### src/rtl/nat16_pkg.sv
// Shared types and codes for the 16-bit ALU with funnel shifts and divider.
// No dependencies.
package nat16_pkg;

  localparam int unsigned WordBits = 16;
  localparam int unsigned QDepth = 4;
  localparam int unsigned QPtrBits = 2;
  localparam int unsigned DivLat = 16;

  localparam logic [3:0] K_AND = 4'd0;
  localparam logic [3:0] K_OR  = 4'd1;
  localparam logic [3:0] K_NOT = 4'd2;
  localparam logic [3:0] K_NEG = 4'd3;
  localparam logic [3:0] K_CMP = 4'd4;
  localparam logic [3:0] K_ADD = 4'd5;
  localparam logic [3:0] K_SUB = 4'd6;
  localparam logic [3:0] K_INC = 4'd7;
  localparam logic [3:0] K_MUL = 4'd8;
  localparam logic [3:0] K_DIV = 4'd9;
  localparam logic [3:0] K_MOD = 4'd10;
  localparam logic [3:0] K_SHL = 4'd11;
  localparam logic [3:0] K_SHR = 4'd12;
  localparam logic [3:0] K_ASR = 4'd13;

  localparam logic [2:0] ST_OK        = 3'd0;
  localparam logic [2:0] ST_CARRY     = 3'd1;
  localparam logic [2:0] ST_BORROW    = 3'd2;
  localparam logic [2:0] ST_DIV_ZERO  = 3'd3;
  localparam logic [2:0] ST_MOD_ZERO  = 3'd4;
  localparam logic [2:0] ST_SHIFT_BIG = 3'd5;
  localparam logic [2:0] ST_ONE_WORD  = 3'd6;
  localparam logic [2:0] ST_TWO_WORD  = 3'd7;

  localparam logic [1:0] ORD_LT = 2'd0;
  localparam logic [1:0] ORD_EQ = 2'd1;
  localparam logic [1:0] ORD_GT = 2'd2;

  typedef struct packed {
    logic [3:0]  kind;
    logic [15:0] operand_a;
    logic [15:0] operand_b;
    logic [4:0]  shift_amount;
    logic [15:0] spill_in;
    logic [15:0] fill_in;
  } in_item_t;

  typedef struct packed {
    logic [15:0] result_low;
    logic [15:0] result_high;
    logic [15:0] fill_out;
    logic [2:0]  status;
    logic [1:0]  order;
    logic        a_is_zero;
  } out_item_t;

  // Classified request passed from front to back
  typedef struct packed {
    logic      is_div;   // needs the divider
    out_item_t quick;    // full result for non-divide kinds, flags for divide
    logic [15:0] dividend;
    logic [15:0] divisor;
    logic        want_rem_low; // mod puts remainder in result_low
  } task_t;

endpackage

### src/rtl/nat16_front.sv
// Front end: accepts requests, computes the non-divide kinds, classifies divides.
// Depends on nat16_pkg.
module nat16_front import nat16_pkg::*; (
  input  logic     clk,
  input  logic     rst_n,
  input  logic     take,
  input  in_item_t req,
  output logic     task_vld_r,
  output task_t    task_r
);

  task_t    task_nxt;
  logic [16:0] sum;
  logic [15:0] fsrc;
  logic [15:0] sh_lo, sh_hi, sh_fo;
  logic [4:0]  comp;
  logic [31:0] prod;
  logic        bz;

  always_comb begin
    out_item_t o;
    o = '0;
    o.order = (req.operand_a < req.operand_b) ? ORD_LT :
              ((req.operand_a == req.operand_b) ? ORD_EQ : ORD_GT);
    o.a_is_zero = (req.operand_a == 16'd0);
    sum = 17'd0;
    prod = req.operand_a * req.operand_b;
    bz = (req.operand_b == 16'd0);
    comp = 5'd16 - req.shift_amount;
    fsrc = (req.kind == K_ASR) ? {16{req.operand_a[15]}} : req.fill_in;
    sh_lo = 16'd0; sh_hi = 16'd0; sh_fo = 16'd0;
    if (req.kind == K_SHL) begin
      sh_fo = (comp[4]) ? 16'd0 : (req.fill_in >> comp[3:0]);
      sh_lo = (req.operand_a << req.shift_amount[3:0]) | sh_fo;
      sh_hi = (req.spill_in << req.shift_amount[3:0]) |
              ((comp[4]) ? 16'd0 : (req.operand_a >> comp[3:0]));
    end else begin
      sh_fo = (comp[4]) ? 16'd0 : (fsrc << comp[3:0]);
      sh_lo = (req.operand_a >> req.shift_amount[3:0]) | sh_fo;
      sh_hi = (req.spill_in >> req.shift_amount[3:0]) |
              ((comp[4]) ? 16'd0 : (req.operand_a << comp[3:0]));
    end
    task_nxt = '0;
    task_nxt.dividend = req.operand_a;
    task_nxt.divisor = req.operand_b;
    task_nxt.want_rem_low = (req.kind == K_MOD);
    case (req.kind)
      K_AND: o.result_low = req.operand_a & req.operand_b;
      K_OR:  o.result_low = req.operand_a | req.operand_b;
      K_NOT: o.result_low = ~req.operand_a;
      K_NEG: o.result_low = ~req.operand_a + 16'd1;
      K_CMP: o.result_low = 16'd0;
      K_ADD: begin
        sum = {1'b0, req.operand_a} + {1'b0, req.operand_b};
        o.result_low = sum[15:0];
        o.status = sum[16] ? ST_CARRY : ST_OK;
      end
      K_SUB: begin
        o.result_low = req.operand_a - req.operand_b;
        o.status = (req.operand_b > req.operand_a) ? ST_BORROW : ST_OK;
      end
      K_INC: begin
        o.result_low = req.operand_a + 16'd1;
        o.status = (req.operand_a == 16'hFFFF) ? ST_CARRY : ST_OK;
      end
      K_MUL: begin
        o.result_low = prod[15:0];
        o.result_high = prod[31:16];
        o.status = (prod[31:16] == 16'd0) ? ST_ONE_WORD : ST_TWO_WORD;
      end
      K_DIV: begin
        o.status = bz ? ST_DIV_ZERO : ST_OK;
        task_nxt.is_div = !bz;
      end
      K_MOD: begin
        o.status = bz ? ST_MOD_ZERO : ST_OK;
        task_nxt.is_div = !bz;
      end
      K_SHL, K_SHR, K_ASR: begin
        if (req.shift_amount[4]) begin
          o.status = ST_SHIFT_BIG;
          o.result_low = req.operand_a;
          o.result_high = req.spill_in;
          o.fill_out = req.fill_in;
        end else begin
          o.result_low = sh_lo;
          o.result_high = sh_hi;
          o.fill_out = sh_fo;
        end
      end
      default: o = o;
    endcase
    task_nxt.quick = o;
  end

  always_ff @(posedge clk) begin
    if (!rst_n) begin
      task_vld_r <= 1'b0;
    end else begin
      task_vld_r <= take;
    end
    task_r <= task_nxt;
  end

endmodule

### src/rtl/nat16_queue.sv
// Short FIFO between front and back end; reports its fill count for the busy logic.
// Depends on nat16_pkg.
module nat16_queue import nat16_pkg::*; (
  input  logic  clk,
  input  logic  rst_n,
  input  logic  push,
  input  task_t push_data,
  input  logic  pop,
  output logic  not_empty,
  output task_t head,
  output logic [QPtrBits:0] count_r
);

  task_t mem_r [QDepth];
  logic [QPtrBits-1:0] wp_r, rp_r;

  assign not_empty = (count_r != '0);
  assign head = mem_r[rp_r];

  always_ff @(posedge clk) begin
    if (!rst_n) begin
      wp_r <= '0;
      rp_r <= '0;
      count_r <= '0;
    end else begin
      if (push) wp_r <= wp_r + 1'b1;
      if (pop) rp_r <= rp_r + 1'b1;
      count_r <= count_r + {{QPtrBits{1'b0}}, push} - {{QPtrBits{1'b0}}, pop};
    end
    if (push) mem_r[wp_r] <= push_data;
  end

  a_no_overflow: assert property (@(posedge clk) disable iff (!rst_n)
    !(push && !pop && count_r == QDepth[QPtrBits:0]))
    else $error("queue overflow");

  a_no_underflow: assert property (@(posedge clk) disable iff (!rst_n)
    !(pop && count_r == '0))
    else $error("queue underflow");

endmodule

### src/rtl/nat16_back.sv
// Back end: pipelined restoring divider, one quotient bit per stage, plus
// in-order result delivery. Depends on nat16_pkg.
module nat16_back import nat16_pkg::*; (
  input  logic      clk,
  input  logic      rst_n,
  input  logic      q_vld,
  input  task_t     q_head,
  output logic      q_pop,
  output logic      out_strobe,
  output out_item_t out_item
);

  // Each stage carries the whole task; divide tasks iterate through all stages.
  logic        vld_r [DivLat+1];
  task_t       tk_r  [DivLat+1];
  logic [15:0] rem_r [DivLat+1];
  logic [15:0] quo_r [DivLat+1];

  assign q_pop = q_vld;

  always_comb begin
    out_item = tk_r[DivLat].quick;
    if (tk_r[DivLat].is_div) begin
      if (tk_r[DivLat].want_rem_low) begin
        out_item.result_low = rem_r[DivLat];
      end else begin
        out_item.result_low = quo_r[DivLat];
        out_item.result_high = rem_r[DivLat];
      end
    end
  end
  assign out_strobe = vld_r[DivLat];

  always_ff @(posedge clk) begin
    if (!rst_n) begin
      for (int i = 0; i <= DivLat; i++) vld_r[i] <= 1'b0;
    end else begin
      vld_r[0] <= q_vld;
      for (int i = 1; i <= DivLat; i++) vld_r[i] <= vld_r[i-1];
    end
    tk_r[0] <= q_head;
    rem_r[0] <= 16'd0;
    quo_r[0] <= q_head.dividend;
    for (int i = 1; i <= DivLat; i++) begin
      logic [16:0] trial;
      trial = {rem_r[i-1], quo_r[i-1][15]} - {1'b0, tk_r[i-1].divisor};
      tk_r[i] <= tk_r[i-1];
      if (!trial[16]) begin
        rem_r[i] <= trial[15:0];
        quo_r[i] <= {quo_r[i-1][14:0], 1'b1};
      end else begin
        rem_r[i] <= {rem_r[i-1][14:0], quo_r[i-1][15]};
        quo_r[i] <= {quo_r[i-1][14:0], 1'b0};
      end
    end
  end

  a_rem_in_range: assert property (@(posedge clk) disable iff (!rst_n)
    (out_strobe && tk_r[DivLat].is_div) |-> (rem_r[DivLat] < tk_r[DivLat].divisor))
    else $error("remainder too big");

endmodule

### src/rtl/nat16_alu_funnel_shift_divide.sv
// Top level of the 16-bit unsigned ALU with funnel shifts and divider.
// Depends on nat16_pkg, nat16_front, nat16_queue, nat16_back.
//
//  channel  handshake            payload
//  in       start / busy         in_item   (in_item_t)
//  out      out_strobe (1 cycle) out_item  (out_item_t)
//
// One request per cycle while busy is low. Each result passes, in order, the front
// register, loaded at the edge that accepts its request, then a queue slot, the
// divider load stage and 16 divider stages before it is on the out ports.
// Every request passes through the divider pipeline to keep order.
// Reset clears all valid flags and queue pointers. The receiver cannot stall,
// so busy stays low after reset.
module nat16_alu_funnel_shift_divide import nat16_pkg::*; (
  input  logic      clk,
  input  logic      rst_n,
  input  logic      start,
  output logic      busy,
  input  in_item_t  in_item,
  output logic      out_strobe,
  output out_item_t out_item
);

  logic  task_vld;
  task_t task_q;
  logic  q_ne, q_pop;
  task_t q_head;
  logic [QPtrBits:0] q_cnt;

  // hold requests only if the queue could not absorb the front register
  assign busy = (q_cnt >= QDepth[QPtrBits:0] - 1'b1) && !q_pop;

  nat16_front u_front (
    .clk, .rst_n, .take(start && !busy), .req(in_item),
    .task_vld_r(task_vld), .task_r(task_q)
  );

  nat16_queue u_queue (
    .clk, .rst_n, .push(task_vld), .push_data(task_q), .pop(q_pop),
    .not_empty(q_ne), .head(q_head), .count_r(q_cnt)
  );

  nat16_back u_back (
    .clk, .rst_n, .q_vld(q_ne), .q_head, .q_pop,
    .out_strobe, .out_item
  );

endmodule
### config.mk
export PLATFORM = sky130hd
export DESIGN_NAME = nat16_alu_funnel_shift_divide
export DESIGN_NICKNAME = d
export VERILOG_FILES = /design/src/rtl/nat16_pkg.sv /design/src/rtl/nat16_front.sv /design/src/rtl/nat16_queue.sv /design/src/rtl/nat16_back.sv /design/src/rtl/nat16_alu_funnel_shift_divide.sv
export SDC_FILE = /design/constraint.sdc
export NUM_CORES = 2
export LEC_CHECK = 0
export BUFFER_PORTS_ARGS = -buffer_cell sky130_fd_sc_hd__buf_4
export CAP_MARGIN = 20
export CORE_MARGIN = 8
export CORE_UTILIZATION = 46
export CTS_CLUSTER_DIAMETER = 200
export DETAILED_ROUTE_END_ITERATION = 8
export HOLD_SLACK_MARGIN = 0.12
export PLACE_DENSITY = 0.65
export SYNTH_ARGS = -nofsm -noshare
export SYNTH_HDL_FRONTEND = slang
export SYNTH_SLANG_ARGS = --single-unit
### constraint.sdc
create_clock -name clk -period 12.2 [get_ports clk]
set_input_delay 1.22 -clock clk [delete_from_list [all_inputs] [get_ports clk]]
set_output_delay 1.22 -clock clk [all_outputs]
set_load 0.01 [all_outputs]
==> results_dict.tcl <==
set metrics [dict create \
    max_freq_mhz 126 \
    wl_um 188000 \
    path_class "in -> reg" \
    power.total_mw 31.7 \
    critPathMaxStageDelay_ns 0.68 \
    cts_tree "yes" \
    grt_overflow_total 0 \
    critPathLaunchType "input pin" \
    hold_class "reg -> reg" \
    synthArstFlopShare_pct 0 \
    io_buffers 130 \
    yosys_warnings 0 \
    maxCapViolCount 0 \
    grt_pass1_wl_um 291000 \
    switchingPower_mw 11.1 \
    die_y_um 441 \
    slew_headroom_pct 24.6 \
    clk_pin_slew_ns 0.06 \
    ys_seq_area_share_pct 57.3 \
    fin_crit_sh_pct 65.0 \
    crit_top_cell "fa_1" \
    initial_core_util_pct 46.2 \
    gp_congestion 0.932 \
    clkLatencyLatePin_ns 0.85 \
    cp_max_fo 18 \
    netlist_area_um2 83200 \
    synth_edf_count 352 \
    synth_top_area_share_pct 44.6 \
    vias 50043 \
    dr_wl_met3_um 8870 \
    setup_viol 0 \
    drive_gt1_share_pct 13.8 \
    dr.pass1.iters 8 \
    worstPathArrival_ns 8.63 \
    end_kind "register" \
    yosysTopAreaCell "dfxtp_1" \
    yosys_most_used_dff "dfxtp_1" \
    p_leak_nw 39.1 \
    ys_ff_latch 2203 \
    combPwrFrac_pct 42.4 \
    finalMaxSlewViolations 0 \
    rsz0062_at_grt "false" \
    wire_per_inst_um 19.6 \
    grt_util_all_layers_pct 19.1 \
    dieWidth_um 441 \
    ys_types 104 \
    clock_skew_ns 0.0857 \
    postCtsHoldBufs 0 \
    swShare_pct 35.0 \
    outcome "completed" \
    cts.sinks 2203 \
    drc 0 \
    fp-row-count 156 \
    slowest_stage "o21ai_0" \
    wl_met1_um 78300 \
    drtIter0Drc 3393 \
    die_area_um2 195000 \
    power.density_nw_per_um2 339 \
    postCtsSetupBuffers 0 \
    cts_buffers 200 \
    viasPerCell 5.23 \
    peakVddDrop_uv 285 \
    tns_ns 0 \
    final-hold-violation-count 0 \
    cts_max_level 4 \
    route.met2.wl_um 93100 \
    period_minus_slack_ns 7.93 \
    antenna_left 0 \
    p_int_mw 20.6 \
    nFillCells 15281 \
    ios 132 \
    ctsRootBufferMaster "clkbuf_16" \
    dp_hpwl_um 134000 \
    top_layer "met5" \
    netlist_instances 6876 \
    avgSynthCellArea_um2 12.1 \
    grt_pass1_vias 51092 \
    coreArea_um2 180000 \
    grt_max_degree 67 \
    syn_to_final_growth_pct 12.5 \
    required_ns 12.90 \
    multi_input_area_um2 32200 \
    clockBufferDepth 3 \
    register_area_um2 47600 \
    finalNetCount 7706 \
    synth_area_leaders "dfxtp_1 (45%), edfxtp_1 (13%), ha_1 (6.1%)" \
    power.share.sequential_pct 37.2 \
    post_cts_resized 0 \
    crit_chain "buf_4 > clkinv_1 > nor2_1 > fa_1 > inv_1 > fa_1 > fa_1 > inv_1 > fa_1 > fa_1 > inv_1 > fa_1 > inv_1 > ha_1 > nand2_1 > o21ai_0 > a21oi_1 > o21ai_1 > a221o_1 > mux2i_1 > or4_1 > nor4_1 > a21oi_1" \
    final_util_pct 51.9 \
    pwr-share-clk_pct 20.4 \
    grt_antenna_before_repair 7 \
    worst_pin_slew_ns 1.12 \
]
power by group through the flow:
| stage | Clock, mW | Combinational [mW] | Sequential, mW |
|---|---|---|---|
| global placement | 0 | 13.2 | 11.9 |
| floorplan | 0 | 10.6 | 11.3 |
| detailed placement | 0 | 13.3 | 12.0 |
| CTS | 6.65 | 13.5 | 11.9 |
| finish | 6.46 | 13.4 | 11.8 |
| global route | 6.96 | 14.9 | 12.1 |
final timing paths:
path	start	slack, ns	cells after the start	endpoint
min reg2reg	u_back.tk_r[9][34]	0.26	0	u_back.tk_r[10][34]
max reg2reg	u_back.tk_r[8][24]	8.52	12	u_back.rem_r[9][3]
min	u_back.tk_r[9][34]	0.26	0	u_back.tk_r[10][34]
max	in_item[62]	4.27	23	u_front.task_r[36]
state kept, by name, summed over array words and instances (netlist names), named ones only:
name / cells
u_back.vld_r: 17
u_queue.mem_r: 352
u_queue.count_r: 3
u_back.quo_r: 256
u_front.task_vld_r: 1
u_back.rem_r: 256
u_front.task_r: 88
u_back.tk_r: 1224
u_queue.rp_r: 2
u_queue.wp_r: 2
per-layer routing:
metal  vias up  track usage (%)
li1      23998                -
met1     24402             23.5
met2      1273             33.6
met3       368             2.94
met4         2             7.41
met5         -                0
placed cells by master (no fill, tap or decap), types with 23 or more instances in the layout:
cell / count
a211o_1: 23
a211oi_1: 52
a21boi_0: 28
a21oi_1: 277
a31oi_1: 35
and2_1: 52
and3_1: 35
buf_4: 168
clkbuf_1: 30
clkbuf_16: 208
clkbuf_8: 30
clkinv_2: 39
dfxtp_1: 1849
edfxtp_1: 352
fa_1: 212
ha_1: 403
inv_1: 602
mux2_2: 208
mux2_4: 24
mux2i_1: 137
mux4_2: 133
nand2_1: 376
nand2b_1: 46
nand3_1: 95
nor2_1: 469
nor2b_1: 43
nor3_1: 150
o211ai_1: 41
o21a_1: 48
o21ai_0: 211
o221ai_1: 24
or3_1: 45
xnor2_1: 179
xor2_1: 33
layout make-up:
cell class | count | area share, %
inverters | 618 | 2.48
clock buffers | 269 | 6.13
flip-flops and latches | 2203 | 50.9
repair buffers | 174 | 1.43
well taps | 2370 | 3.17
clock inverters | 103 | 1.50
diodes | 6 | 0.0160
multi-input cells | 3817 | 34.4
critical path, delay by kind of cell:
kind            cells  cell delay, ns
compound gates      5            1.46
fa+ha+maj           7            3.37
buf+inv             6            1.13
mux                 1            0.14
simple gates        4            1.25
kinds of logic after synthesis:
family / Yosys count / share of synthesized area, %
compound gates: 1039 / 8.47
xor+xnor: 217 / 2.31
fa+ha+maj: 616 / 11.2
buf+inv: 863 / 4.18
flops: 2203 / 57.3
mux: 502 / 8.50
other cells: 1 / 0.00451
simple gates: 1435 / 8.08
cell usage after synthesis (21+ instances only):
| master | number |
|---|---|
| a211o_1 | 23 |
| a211oi_1 | 52 |
| a21boi_0 | 28 |
| a21o_1 | 21 |
| a21oi_1 | 277 |
| a221oi_1 | 21 |
| a31oi_1 | 35 |
| and2_1 | 56 |
| and3_1 | 35 |
| buf_1 | 35 |
| buf_2 | 28 |
| buf_4 | 32 |
| clkbuf_1 | 138 |
| dfxtp_1 | 1851 |
| edfxtp_1 | 352 |
| fa_1 | 212 |
| ha_1 | 404 |
| inv_1 | 602 |
| mux2_2 | 208 |
| mux2_4 | 24 |
| mux2i_1 | 137 |
| mux4_2 | 133 |
| nand2_1 | 376 |
| nand2b_1 | 46 |
| nand3_1 | 95 |
| nor2_1 | 472 |
| nor2b_1 | 43 |
| nor3_1 | 151 |
| nor4_1 | 21 |
| o211ai_1 | 41 |
| o21a_1 | 48 |
| o21ai_0 | 211 |
| o221ai_1 | 24 |
| o22ai_1 | 22 |
| o31ai_1 | 21 |
| or2_2 | 21 |
| or3_1 | 45 |
| xnor2_1 | 180 |
| xor2_1 | 34 |
per-stage QoR:
stage	cells	setup slack, ns	hold slack [ns]	area [µm²]
2_1_floorplan	6883	4.66	0.310	83200
3_3_place_gp	9176	3.47	0.309	86300
3_5_place_dp	9177	3.41	0.312	86300
4_1_cts	9549	4.31	0.250	93500
5_1_grt	9560	3.88	0.267	93600
6_report	9560	4.27	0.256	93600
Power figures use the tool's default switching activity.
